`src/hw/rtl/quoted_printable_encoder_defines.svh`:
```
// Assertion macros for the quoted-printable encoder.
// Each macro expects signals named clk and rst_n in the calling scope.
`ifndef QUOTED_PRINTABLE_ENCODER_DEFINES_SVH
`define QUOTED_PRINTABLE_ENCODER_DEFINES_SVH

// Same-cycle implication, disabled while reset is asserted.
`define QPE_ASSERT_IMPL(label, ante, cons) \
    label: assert property (@(posedge clk) disable iff (!rst_n) (ante) |-> (cons)) \
        else $error("qpe assertion failed");

// Next-cycle implication, disabled while reset is asserted.
`define QPE_ASSERT_NEXT(label, ante, cons) \
    label: assert property (@(posedge clk) disable iff (!rst_n) (ante) |=> (cons)) \
        else $error("qpe assertion failed");

`endif

```
`src/hw/rtl/qpe_pkg.sv`:
```
`default_nettype none

package qpe_pkg;

    // Character codes used by the encoder.
    localparam logic [7:0] CH_TAB = 8'd9;
    localparam logic [7:0] CH_LF  = 8'd10;
    localparam logic [7:0] CH_SP  = 8'd32;
    localparam logic [7:0] CH_DOT = 8'd46;
    localparam logic [7:0] CH_EQ  = 8'd61;
    localparam logic [7:0] CH_DEL = 8'd127;

    // Length of the LF "From " pattern; match indexes at or above it never match.
    localparam logic [2:0] FROM_LEN = 3'd6;

    // Longest byte sequence one request can produce.
    localparam int MAX_SEQ = 5;
    localparam int SEQ_W   = 8 * MAX_SEQ;

    // Reset value of the line length register.
    localparam logic [9:0] LINE_LENGTH_RESET = 10'd71;

    // Body of an encoded request.
    typedef enum logic [1:0] {
        BODY_NONE,
        BODY_RAW,
        BODY_HEX
    } body_t;

    // One classified request passed from the front end to the back end.
    typedef struct packed {
        logic [7:0] data;
        logic       lead_brk;
        body_t      body;
        logic       trail_brk;
    } cmd_t;

    // Uppercase hex digit for one nibble.
    function automatic logic [7:0] hex_digit(input logic [3:0] nib);
        logic [7:0] ch;
        if (nib < 4'd10)
        begin
            ch = 8'h30 + {4'h0, nib};
        end
        else
        begin
            ch = 8'h37 + {4'h0, nib};
        end
        return ch;
    endfunction

    // Character expected at each position of LF "From ".
    function automatic logic [7:0] from_char(input logic [2:0] idx);
        logic [7:0] ch;
        unique case (idx)
            3'd0:    ch = CH_LF;
            3'd1:    ch = 8'h46;
            3'd2:    ch = 8'h72;
            3'd3:    ch = 8'h6F;
            3'd4:    ch = 8'h6D;
            3'd5:    ch = CH_SP;
            default: ch = 8'h00;
        endcase
        return ch;
    endfunction

endpackage

`default_nettype wire

```
`src/hw/rtl/qpe_front.sv`:
```
`default_nettype none

module qpe_front (
    input  wire logic         clk,
    input  wire logic         rst_n,
    input  wire logic         cfg_wr_en,
    input  wire logic [9:0]   cfg_wr_data,
    input  wire logic         in_valid,
    output logic              in_ready,
    input  wire logic [7:0]   data_byte,
    input  wire logic         end_of_input,
    input  wire logic         fifo_full,
    output logic              cmd_push,
    output qpe_pkg::cmd_t     cmd
);

    typedef enum logic [1:0] {
        MARK_NONE,
        MARK_LF,
        MARK_DOT
    } mark_t;

    logic [9:0]  line_length_reg;
    logic [10:0] col_reg, col_next;
    logic        tw_reg, tw_next;
    mark_t       mark_reg, mark_next;
    logic [2:0]  fidx_reg, fidx_next;

    logic        accept;
    logic [10:0] col_p1;
    logic [10:0] col_p3;
    logic [10:0] ll_ext;
    logic        pattern_hit;
    logic        is_esc;

    assign in_ready = !fifo_full;
    assign accept   = in_valid && in_ready;
    assign col_p1   = col_reg + 11'd1;
    assign col_p3   = col_reg + 11'd3;
    assign ll_ext   = {1'b0, line_length_reg};

    // A byte continues the LF "From " match when it is the next pattern character.
    assign pattern_hit = (fidx_reg < qpe_pkg::FROM_LEN)
                      && (qpe_pkg::from_char(fidx_reg) == data_byte);

    // Bytes that must be written as an escape.
    assign is_esc = (data_byte < qpe_pkg::CH_SP) || (data_byte == qpe_pkg::CH_EQ)
                 || (data_byte >= qpe_pkg::CH_DEL);

    // Classify the byte into a request and update the line state.
    always_comb
    begin
        col_next  = col_reg;
        tw_next   = tw_reg;
        mark_next = mark_reg;
        fidx_next = fidx_reg;
        cmd.data      = data_byte;
        cmd.lead_brk  = 1'b0;
        cmd.body      = qpe_pkg::BODY_NONE;
        cmd.trail_brk = 1'b0;
        cmd_push      = 1'b0;
        if (accept)
        begin
            if (end_of_input)
            begin
                cmd.trail_brk = (col_reg != 11'd0);
                cmd_push      = (col_reg != 11'd0);
                col_next  = 11'd0;
                tw_next   = 1'b0;
                mark_next = MARK_NONE;
                fidx_next = 3'd1;
            end
            else if (data_byte == qpe_pkg::CH_TAB || data_byte == qpe_pkg::CH_SP)
            begin
                cmd_push  = 1'b1;
                fidx_next = 3'd0;
                if (pattern_hit)
                begin
                    // A space completing "From " at a line start is escaped.
                    cmd.body = qpe_pkg::BODY_HEX;
                    col_next = col_p3;
                end
                else
                begin
                    cmd.body = qpe_pkg::BODY_RAW;
                    tw_next  = 1'b1;
                    col_next = col_p1;
                    if (col_p1 > ll_ext)
                    begin
                        cmd.trail_brk = 1'b1;
                        tw_next   = 1'b0;
                        col_next  = 11'd0;
                        mark_next = MARK_LF;
                        fidx_next = 3'd1;
                    end
                end
            end
            else if (data_byte == qpe_pkg::CH_LF)
            begin
                // Protect trailing whitespace or a lone dot with a soft break.
                cmd_push     = 1'b1;
                cmd.body     = qpe_pkg::BODY_RAW;
                cmd.lead_brk = tw_reg || (mark_reg == MARK_DOT);
                tw_next   = 1'b0;
                col_next  = 11'd0;
                mark_next = MARK_LF;
                fidx_next = 3'd1;
            end
            else if (is_esc)
            begin
                cmd_push = 1'b1;
                cmd.body = qpe_pkg::BODY_HEX;
                tw_next  = 1'b0;
                if (col_p3 > ll_ext)
                begin
                    cmd.trail_brk = 1'b1;
                    col_next  = 11'd0;
                    mark_next = MARK_LF;
                    fidx_next = 3'd1;
                end
                else
                begin
                    col_next  = col_p3;
                    fidx_next = 3'd0;
                    mark_next = MARK_NONE;
                end
            end
            else
            begin
                cmd_push  = 1'b1;
                cmd.body  = qpe_pkg::BODY_RAW;
                tw_next   = 1'b0;
                fidx_next = pattern_hit ? (fidx_reg + 3'd1) : 3'd0;
                if (data_byte == qpe_pkg::CH_DOT && mark_reg == MARK_LF)
                begin
                    mark_next = MARK_DOT;
                end
                else
                begin
                    mark_next = MARK_NONE;
                end
                col_next = col_p1;
                if (col_p1 > ll_ext)
                begin
                    cmd.trail_brk = 1'b1;
                    col_next  = 11'd0;
                    mark_next = MARK_LF;
                    fidx_next = 3'd1;
                end
            end
        end
    end

    // Line state and the line length register.
    always_ff @(posedge clk or negedge rst_n)
    begin
        if (!rst_n)
        begin
            line_length_reg <= qpe_pkg::LINE_LENGTH_RESET;
            col_reg         <= 11'd0;
            tw_reg          <= 1'b0;
            mark_reg        <= MARK_NONE;
            fidx_reg        <= 3'd1;
        end
        else
        begin
            if (cfg_wr_en)
            begin
                line_length_reg <= cfg_wr_data;
            end
            col_reg  <= col_next;
            tw_reg   <= tw_next;
            mark_reg <= mark_next;
            fidx_reg <= fidx_next;
        end
    end

endmodule

`default_nettype wire

```
`src/hw/rtl/qpe_cmd_fifo.sv`:
```
`default_nettype none

module qpe_cmd_fifo #(
    parameter int DEPTH = 4
) (
    input  wire logic           clk,
    input  wire logic           rst_n,
    input  wire logic           push,
    input  wire qpe_pkg::cmd_t  push_data,
    input  wire logic           pop,
    output qpe_pkg::cmd_t       head,
    output logic                full,
    output logic                empty
);

    localparam int PW = (DEPTH > 1) ? $clog2(DEPTH) : 1;
    localparam int CW = $clog2(DEPTH + 1);

    qpe_pkg::cmd_t entry_reg [DEPTH];

    logic [PW-1:0] wr_ptr_reg, wr_ptr_next;
    logic [PW-1:0] rd_ptr_reg, rd_ptr_next;
    logic [CW-1:0] count_reg, count_next;

    assign full  = (count_reg == CW'(DEPTH));
    assign empty = (count_reg == '0);
    assign head  = entry_reg[rd_ptr_reg];

    // Pointer wrap and occupancy update.
    always_comb
    begin
        wr_ptr_next = wr_ptr_reg;
        rd_ptr_next = rd_ptr_reg;
        count_next  = count_reg;
        if (push)
        begin
            wr_ptr_next = (wr_ptr_reg == PW'(DEPTH - 1)) ? '0 : wr_ptr_reg + 1'b1;
        end
        if (pop)
        begin
            rd_ptr_next = (rd_ptr_reg == PW'(DEPTH - 1)) ? '0 : rd_ptr_reg + 1'b1;
        end
        if (push && !pop)
        begin
            count_next = count_reg + 1'b1;
        end
        else if (pop && !push)
        begin
            count_next = count_reg - 1'b1;
        end
    end

    always_ff @(posedge clk or negedge rst_n)
    begin
        if (!rst_n)
        begin
            wr_ptr_reg <= '0;
            rd_ptr_reg <= '0;
            count_reg  <= '0;
        end
        else
        begin
            wr_ptr_reg <= wr_ptr_next;
            rd_ptr_reg <= rd_ptr_next;
            count_reg  <= count_next;
        end
    end

    // Queue entries hold payload only.
    always_ff @(posedge clk)
    begin
        if (push)
        begin
            entry_reg[wr_ptr_reg] <= push_data;
        end
    end

endmodule

`default_nettype wire

```
`src/hw/rtl/qpe_back.sv`:
```
`default_nettype none

module qpe_back (
    input  wire logic           clk,
    input  wire logic           rst_n,
    input  wire logic           fifo_empty,
    input  wire qpe_pkg::cmd_t  fifo_head,
    output logic                fifo_pop,
    output logic                out_valid,
    input  wire logic           out_ready,
    output logic [7:0]          out_byte,
    output logic                last_of_run
);

    logic [qpe_pkg::SEQ_W-1:0] seq_reg, seq_next;
    logic [2:0]                len_reg, len_next;

    logic [qpe_pkg::SEQ_W-1:0] seq_build;
    logic [qpe_pkg::SEQ_W-1:0] seq_load;
    logic [2:0]                len_load;
    logic [5:0]                shamt;
    logic                      advance;
    logic                      load;

    assign out_valid   = (len_reg != 3'd0);
    assign out_byte    = seq_reg[qpe_pkg::SEQ_W-1 -: 8];
    assign last_of_run = (len_reg == 3'd1);
    assign advance     = out_valid && out_ready;
    assign load        = !fifo_empty && (!out_valid || (advance && last_of_run));
    assign fifo_pop    = load;

    // Expand the queued request into its byte sequence, first byte on top.
    always_comb
    begin
        seq_build = '0;
        len_load  = 3'd0;
        if (fifo_head.lead_brk)
        begin
            seq_build = {seq_build[qpe_pkg::SEQ_W-17:0], qpe_pkg::CH_EQ, qpe_pkg::CH_LF};
            len_load  = len_load + 3'd2;
        end
        case (fifo_head.body)
            qpe_pkg::BODY_RAW:
            begin
                seq_build = {seq_build[qpe_pkg::SEQ_W-9:0], fifo_head.data};
                len_load  = len_load + 3'd1;
            end
            qpe_pkg::BODY_HEX:
            begin
                seq_build = {seq_build[qpe_pkg::SEQ_W-25:0], qpe_pkg::CH_EQ,
                             qpe_pkg::hex_digit(fifo_head.data[7:4]),
                             qpe_pkg::hex_digit(fifo_head.data[3:0])};
                len_load  = len_load + 3'd3;
            end
            default:
            begin
                seq_build = seq_build;
            end
        endcase
        if (fifo_head.trail_brk)
        begin
            seq_build = {seq_build[qpe_pkg::SEQ_W-17:0], qpe_pkg::CH_EQ, qpe_pkg::CH_LF};
            len_load  = len_load + 3'd2;
        end
        shamt    = {(3'(qpe_pkg::MAX_SEQ) - len_load), 3'b000};
        seq_load = seq_build << shamt;
    end

    // Output shift register: load a new request or move to the next byte.
    always_comb
    begin
        seq_next = seq_reg;
        len_next = len_reg;
        if (load)
        begin
            seq_next = seq_load;
            len_next = len_load;
        end
        else if (advance)
        begin
            seq_next = {seq_reg[qpe_pkg::SEQ_W-9:0], 8'h00};
            len_next = len_reg - 3'd1;
        end
    end

    always_ff @(posedge clk or negedge rst_n)
    begin
        if (!rst_n)
        begin
            len_reg <= 3'd0;
        end
        else
        begin
            len_reg <= len_next;
        end
    end

    always_ff @(posedge clk)
    begin
        seq_reg <= seq_next;
    end

endmodule

`default_nettype wire

```
`src/hw/rtl/quoted_printable_encoder.sv`:
```
// Channel   Handshake             Payload
// input     in_valid / in_ready   data_byte, end_of_input
// output    out_valid / out_ready out_byte, last_of_run
// config    cfg_wr_en             cfg_wr_data (line length, 10 bits)
//
// The front end takes one input byte per cycle while the request queue has room.
// The back end sends one encoded byte per cycle while out_ready is high, so an item
// yields 1 byte (plain byte), 3 (escape, or a byte plus soft break) or up to 5 bytes;
// the single output byte port sets the sustained rate; first output is registered in
// the queue and the shift register. Reset clears line state, empties the queue and sets
// the line length to 71. Either side may stall; the queue decouples them.
`default_nettype none

`include "quoted_printable_encoder_defines.svh"

module quoted_printable_encoder #(
    parameter int FIFO_DEPTH = 4
) (
    input  wire logic       clk,
    input  wire logic       rst_n,
    input  wire logic       cfg_wr_en,
    input  wire logic [9:0] cfg_wr_data,
    input  wire logic       in_valid,
    output logic            in_ready,
    input  wire logic [7:0] data_byte,
    input  wire logic       end_of_input,
    output logic            out_valid,
    input  wire logic       out_ready,
    output logic [7:0]      out_byte,
    output logic            last_of_run
);

    qpe_pkg::cmd_t cmd;
    qpe_pkg::cmd_t fifo_head;
    logic          cmd_push;
    logic          fifo_pop;
    logic          fifo_full;
    logic          fifo_empty;

    // Front end: classification and line state.
    qpe_front u_front (
        .clk          (clk),
        .rst_n        (rst_n),
        .cfg_wr_en    (cfg_wr_en),
        .cfg_wr_data  (cfg_wr_data),
        .in_valid     (in_valid),
        .in_ready     (in_ready),
        .data_byte    (data_byte),
        .end_of_input (end_of_input),
        .fifo_full    (fifo_full),
        .cmd_push     (cmd_push),
        .cmd          (cmd)
    );

    // Request queue between the two halves.
    qpe_cmd_fifo #(
        .DEPTH (FIFO_DEPTH)
    ) u_fifo (
        .clk       (clk),
        .rst_n     (rst_n),
        .push      (cmd_push),
        .push_data (cmd),
        .pop       (fifo_pop),
        .head      (fifo_head),
        .full      (fifo_full),
        .empty     (fifo_empty)
    );

    // Back end: byte sequencing onto the output channel.
    qpe_back u_back (
        .clk         (clk),
        .rst_n       (rst_n),
        .fifo_empty  (fifo_empty),
        .fifo_head   (fifo_head),
        .fifo_pop    (fifo_pop),
        .out_valid   (out_valid),
        .out_ready   (out_ready),
        .out_byte    (out_byte),
        .last_of_run (last_of_run)
    );

    // A request is never pushed into a full queue.
    `QPE_ASSERT_IMPL(a_no_push_full, cmd_push, !fifo_full)
    // With a request waiting, the output stays busy after a run's last byte.
    `QPE_ASSERT_NEXT(a_back_to_back, out_valid && out_ready && last_of_run && !fifo_empty, out_valid)
    // Output only starts from a queued request.
    `QPE_ASSERT_IMPL(a_start_from_queue, $rose(out_valid), $past(!fifo_empty))

endmodule

`default_nettype wire
```
`config.mk`:
```
export PLATFORM = sky130hd
export DESIGN_NAME = quoted_printable_encoder
export DESIGN_NICKNAME = d
export VERILOG_FILES = /design/src/hw/rtl/qpe_pkg.sv /design/src/hw/rtl/qpe_front.sv /design/src/hw/rtl/qpe_cmd_fifo.sv /design/src/hw/rtl/qpe_back.sv /design/src/hw/rtl/quoted_printable_encoder.sv
export VERILOG_INCLUDE_DIRS = /design/src /design/src/hw/rtl
export SDC_FILE = /design/constraint.sdc
export NUM_CORES = 1
export LEC_CHECK = 0
export BUFFER_PORTS_ARGS = -buffer_cell sky130_fd_sc_hd__buf_2
export CAP_MARGIN = 20
export CORE_ASPECT_RATIO = 1.4
export CORE_UTILIZATION = 45
export CTS_CLUSTER_DIAMETER = 30
export DETAILED_ROUTE_END_ITERATION = 8
export SETUP_SLACK_MARGIN = 0.2
export SYNTH_ARGS = -nofsm -noshare
export SYNTH_HDL_FRONTEND = slang
export SYNTH_SLANG_ARGS = --single-unit
```
`constraint.sdc`:
```
create_clock -name clk -period 7.7 [get_ports clk]
set_input_delay 1.54 -clock clk [delete_from_list [all_inputs] [get_ports clk]]
set_output_delay 1.54 -clock clk [all_outputs]
set_load 0.005 [all_outputs]
```
Word-level counts from Yosys, hierarchy flattened
Memory sizes are Yosys's and may differ from the RTL's.
Index checks and enable logic that the tools add are counted.

operators by class
  shift-type cells = 1
  reduce and logical (&&, ||, !) cells = 26
  equality and inequality tests = 21
  magnitude comparators = 7
  add/subtract/negate cells = 16
  multiplexer cells = 63

operator list
  kind                   number
  $mux 40                3
  $pmux 40 s2            1
  $mux 11                7
  $mux 3                 14
  $pmux 7 s6             1
  $shl 40x6->40          1
  $add 6x4->7 const A    4
  $mux 2                 13
  $eq 8x6->1 const B     3
  $gt 11x10->1           2
  $mux 1                 19
  $eq 8x4->1 const B     2
  $mux 8                 2
  $mux 14                1
  $add 11x1->11 const B  1
  $add 11x2->11 const B  1
  $reduce_bool 11->1     1
  $eq 3x3->1 const B     3
  $eq 2x2->1 const B     4
  $eq 7x8->1             1
  $ge 8x7->1 const B     1
  $logic_and 1x1->1      8
  $lt 4x4->1 const B     2
  $lt 8x6->1 const B     1
  other kinds (21)       38

word-level totals
  RAM bits = 48
  register bits after elaboration = 77
  memories kept = 1
  bits of input ports = 24

memories
  name              words  bits a word  read ports  clocked after Yosys merged registers in  write ports  line                RTL
  u_fifo.entry_reg  4      12           1           0                                        1            qpe_cmd_fifo.sv:19  qpe_pkg::cmd_t entry_reg [DEPTH];

Longest topological paths before layout
  depth after elaboration = 10
  depth in mapped cells = 14
  gate-level depth less buffers = 13

Hierarchy
A second synthesis with hierarchy kept.

unflattened totals
  cells, all modules = 750
  area total of the unflattened synthesis = 7,855.0 um2

modules (own cells, without submodules)
  module        cells each  instances  seq. area each (um2)  area an instance (um2)
  qpe_back      298         1          1,276.2               2,886.5
  qpe_front     352         1          681.9                 2,793.9
  qpe_cmd_fifo  100         1          1,616.6               2,174.6

Worst setup path after synthesis
OpenSTA, ideal clock, no wires.

  path type = input to register
  start point = input port data_byte[1]
  end point = register u_front.col_reg[3]
  buffers on the path = 2
  slack = 4.187 ns
  cell stages on the path = 9
  required time = 7.574 ns
  data arrival time = 3.387 ns
  cell sequence = clkbuf_1 -> or4bb_1 -> o32a_1 -> o211ai_1 -> o211ai_1 -> buf_2 -> nand3_2 -> o22ai_1 -> a221o_1

between the ends
  longest elaborated chain between the ends = 7
  elaborated cells on any way between the ends = 16
  classes of those cells = order compare: 2; eq/ne: 5; mux: 5; reduce/logical: 4

RTL lines
  what                                             line                            RTL
  from (decl)                                      quoted_printable_encoder.sv:25  input wire logic [7:0] data_byte,
  $lt 8x6->1 / $eq 8x6->1 (equally long branches)  qpe_front.sv:47                 assign is_esc = (data_byte < qpe_pkg::CH_SP) || (data_byte == qpe_pkg::CH_EQ)
  $logic_or 1x1->1                                 qpe_front.sv:47
  $logic_or 1x1->1                                 qpe_front.sv:48                 || (data_byte >= qpe_pkg::CH_DEL);
  $mux 11                                          qpe_front.sv:109                else if (is_esc)
  $mux 11                                          qpe_front.sv:98                 else if (data_byte == qpe_pkg::CH_LF)
  $mux 11 (*)                                      qpe_front.sv:73                 else if (data_byte == qpe_pkg::CH_TAB || data_byte == qpe_pkg::CH_SP)
  $mux 11 (*)                                      qpe_front.sv:64                 if (end_of_input)
  to (signal assigned)                             qpe_front.sv:171                col_reg <= col_next;
  to (decl)                                        qpe_front.sv:24                 logic [10:0] col_reg, col_next;

Every way passes the cells marked *; elsewhere a longest branch is shown, timed or not.
A chain may end at the register's enable or synchronous reset.

Worst setup path after layout
  start point = register u_fifo.rd_ptr_reg[0]
  end point = register u_back.seq_reg[36] in the netlist's numbering, data pin

between the ends
  longest elaborated chain between the ends = 9
  elaborated cells on any way between the ends = 23
  classes of those cells = add/sub: 8; order compare: 2; eq/ne: 2; shift: 1; mux: 9; memory: 1

RTL lines
  what                                               line                            RTL
  from (decl)                                        qpe_cmd_fifo.sv:22              logic [PW-1:0] rd_ptr_reg, rd_ptr_next;
  from (signal assigned)                             qpe_cmd_fifo.sv:64              rd_ptr_reg <= rd_ptr_next;
  $mem_v2 4x12 (*)                                   -
  $mux 2                                             qpe_back.sv:37                  if (fifo_head.lead_brk)
  $add 2x2->3 / $add 2x1->3 (equally long branches)  qpe_back.sv:53, qpe_back.sv:46
  $pmux 3 s2                                         qpe_back.sv:42                  case (fifo_head.body)
  $add 3x2->3                                        qpe_back.sv:63                  len_load = len_load + 3'd2;
  $mux 3                                             qpe_back.sv:60                  if (fifo_head.trail_brk)
  $sub 3x3->3                                        qpe_back.sv:65                  shamt = {(3'(qpe_pkg::MAX_SEQ) - len_load), 3'b000};
  $shl 40x6->40 (*)                                  qpe_back.sv:66                  seq_load = seq_build << shamt;
  $mux 40 (*)                                        qpe_back.sv:74                  if (load)
  named net u_back.seq_next, one bit                 qpe_back.sv:15                  logic [qpe_pkg::SEQ_W-1:0] seq_reg, seq_next;
  to (signal assigned)                               qpe_back.sv:100                 seq_reg <= seq_next;
  to (decl)                                          qpe_back.sv:15

The timed path passes the listed nets; every way through them passes the cells marked *.

==> results_dict.tcl <==
set metrics [dict create \
    status "complete, but fails checks" \
    violations "DRC" \
    crit_arrival_ns 4.67 \
    fin_crit_sh 0.584 \
    ys_ff_latch 125 \
    dp_hpwl_mm 13.7 \
    synthDistinctLibCells 81 \
    grt_pass1_vias 5901 \
    peakVddDrop_mv 0.151 \
    dr.first_iter.drc_count 315 \
    routed_via_density 6.01 \
    ys_seq_area_frac 0.469 \
    tightest_slew_ns 1.04 \
    drc 2 \
    wirelength_mm 18.8 \
    hold_path_class "flop to flop" \
    synth_ff_type "edfxtp_1" \
    syn_nets 809 \
    rows 56 \
    antenna_found_initial 0 \
    largest_reg_flops 48 \
    leakage_uw 0.00332 \
    place_congestion 0.968 \
    clock-sinks 125 \
    fp.dieH_um 156 \
    grt_usage 0.227 \
    cts_max_path_buffers 2 \
    finClkSkew_ns 0.0104 \
    ctsHoldBuffers 0 \
    synth_warnings 0 \
    avgSynthCellArea_um2 10.3 \
    finalCriticalPeriod_ns 4.50 \
    worst-setup-path-type "flop to flop" \
    synth_edf_count 88 \
    cts_tree "done" \
    fillers 1545 \
    async_reset_ff_frac 0.296 \
    intPower_uw 2070 \
    final_nets 825 \
    cts_setup_buffers 0 \
    critPathMaxFanout 32 \
    numCtsBuffers 17 \
    routedWlPerCell_um 19.3 \
    synth_area_mm2 0.00763 \
    io_pins 35 \
    clock_power_share 0.210 \
    antenna_cells 0 \
    grt_pass1_wl_mm 30.5 \
    fp.dieW_um 112 \
    drv_slew 0 \
    firstDrtPassIters 9 \
    p_sw_uw 1550 \
    ant_nets 0 \
    sw_frac_of_total 0.428 \
    holdWs_ns 0.487 \
    layout-drive-gt1-share 0.141 \
    area_growth_pct 10.7 \
    final_cell_mix "88 x edfxtp_1, 80 x nand2_1, 65 x nor2_1, 47 x o21ai_0, 41 x inv_1" \
    fmax_mhz 222 \
    vias 5858 \
    start_util 0.457 \
    path_cells "mux4_2, ha_1, nand2b_1, a21boi_4, xnor2_1, or2_1, o21a_1, o21ai_2, o22a_1" \
    port_buffers 34 \
    worstSkewPairLatency_ns 0.42 \
    fp.dieArea_mm2 0.0175 \
    powerDensity_mw_per_mm2 428 \
    cp.required_ns 7.87 \
    max_slew_margin 0.301 \
    cts_resized 0 \
    startpoint_type "flop" \
    layout_commonest_cell "edfxtp_1" \
    power_frac_comb 0.483 \
    grt_max_degree 47 \
    rsz0062_at_grt "false" \
    crit_slowest_cell "ha_1" \
    setup_viol 0 \
    cap_violations 0 \
    grt-ovfl-total 0 \
    core_mm2 0.0167 \
    syn_inst 744 \
    final-hold-violation-count 0 \
    cts-root-buf "clkbuf_16" \
    ctsHtreeMaxLevel 4 \
    tns_ns 0 \
    path_clk_slew_ns 0.05 \
    max_stage_delay_ns 0.97 \
    seqPwrFrac 0.307 \
    critPathCaptureType "flop" \
]
logic make-up after synthesis:
group	share of synthesized area
and+or+nand+nor	0.160
AOI/OAI and AO/OA	0.177
DFF	0.469
buffers and inverters	0.0502
adders and majority gates	0.0682
xor gates and xnor gates	0.0299
muxes	0.0464
through the flow:
| step | power [uW] | cell area (um^2) | cells | util | setup WS, ns |
|---|---|---|---|---|---|
| after floorplan | 2410 | 7630 | 744 | - | 4.19 |
| after global placement | 2830 | 7890 | 944 | 0.473 | 3.27 |
| after detailed placement | 2860 | 7890 | 944 | 0.473 | 3.18 |
| after CTS | 3630 | 8440 | 975 | 0.506 | 3.17 |
| after global routing | 3870 | 8440 | 975 | 0.506 | 2.83 |
| final | 3610 | 8440 | 975 | 0.506 | 3.20 |
cells in the mapped netlist, drive strengths merged, types with 4 or more instances:
cell type	n	area (um^2)
dfstp	5	131
nor3	15	75.1
o21a	7	52.6
edfxtp	88	2640
nand2b	11	68.8
or2	6	37.5
nand2	81	307
xor2	11	96.3
mux2i	5	50.1
inv	42	158
dfrtp	32	801
a21o	5	37.5
a221o	4	40.0
o22a	4	35.0
a21boi	4	52.6
nand4	10	62.6
a211oi	12	90.1
a22oi	5	37.5
clkbuf	30	113
ha	40	500
o31ai	8	60.1
nor2	65	244
or3	8	50.1
o21ai	51	259
nand3	12	65.1
a41oi	4	35.0
mux4	12	270
nor4	7	50.1
nor2b	7	43.8
and2	11	68.8
a31oi	5	31.3
a32oi	7	61.3
o211ai	5	37.5
and3	4	25.0
buf	15	113
xnor2	15	131
a21oi	39	206
or4	4	30.0
a2bb2oi	4	35.0
worst paths after layout:
check / cells after the start / endpoint / startpoint / slack [ns]
max: 9 / u_back.seq_reg[36] / u_fifo.rd_ptr_reg[0] / 3.20
min: 2 / u_back.len_reg[1] / u_back.len_reg[1] / 0.49
max reg2reg: 9 / u_back.seq_reg[36] / u_fifo.rd_ptr_reg[0] / 3.20
min reg2reg: 2 / u_back.len_reg[1] / u_back.len_reg[1] / 0.49
max in group asynchronous: 1 / u_back.len_reg[1] / rst_n / 5.83
min in group asynchronous: 1 / u_front.fidx_reg[2] / rst_n / 1.27
area by class of cell:
class / instances / area, um^2 / area share
clock buffers: 19 / 433 / 0.0513
clock inverters: 12 / 124 / 0.0147
inverters: 42 / 158 / 0.0187
multi-input cells: 532 / 3670 / 0.435
flip-flops and latches: 125 / 3570 / 0.423
well taps: 203 / 254 / 0.0301
repair buffers: 42 / 230 / 0.0273
per-layer routing:
metal	track usage	wire, um	vias to the layer above
met1	0.231	7060	2820
met5	0	0	-
met4	0.172	1340	0
met3	0.0451	752	73
li1	-	-	2790
met2	0.411	9660	175
worst max-delay path: cells and delay by family, from the launching register on:
kind	cells	cell delay, ns
compound gates	4	0.87
fa+ha+maj	1	0.97
flops	1	0.91
mux	1	0.61
simple gates	2	0.67
xor+xnor	1	0.20
power groups by stage:
stage,sequential (uW),combinational [uW],clock (uW)
final,1110,1750,759
after global routing,1140,1940,795
after CTS,1110,1740,774
after detailed placement,1120,1740,0
after global placement,1120,1720,0
after floorplan,1060,1350,0
Power figures use the tool's default switching activity.
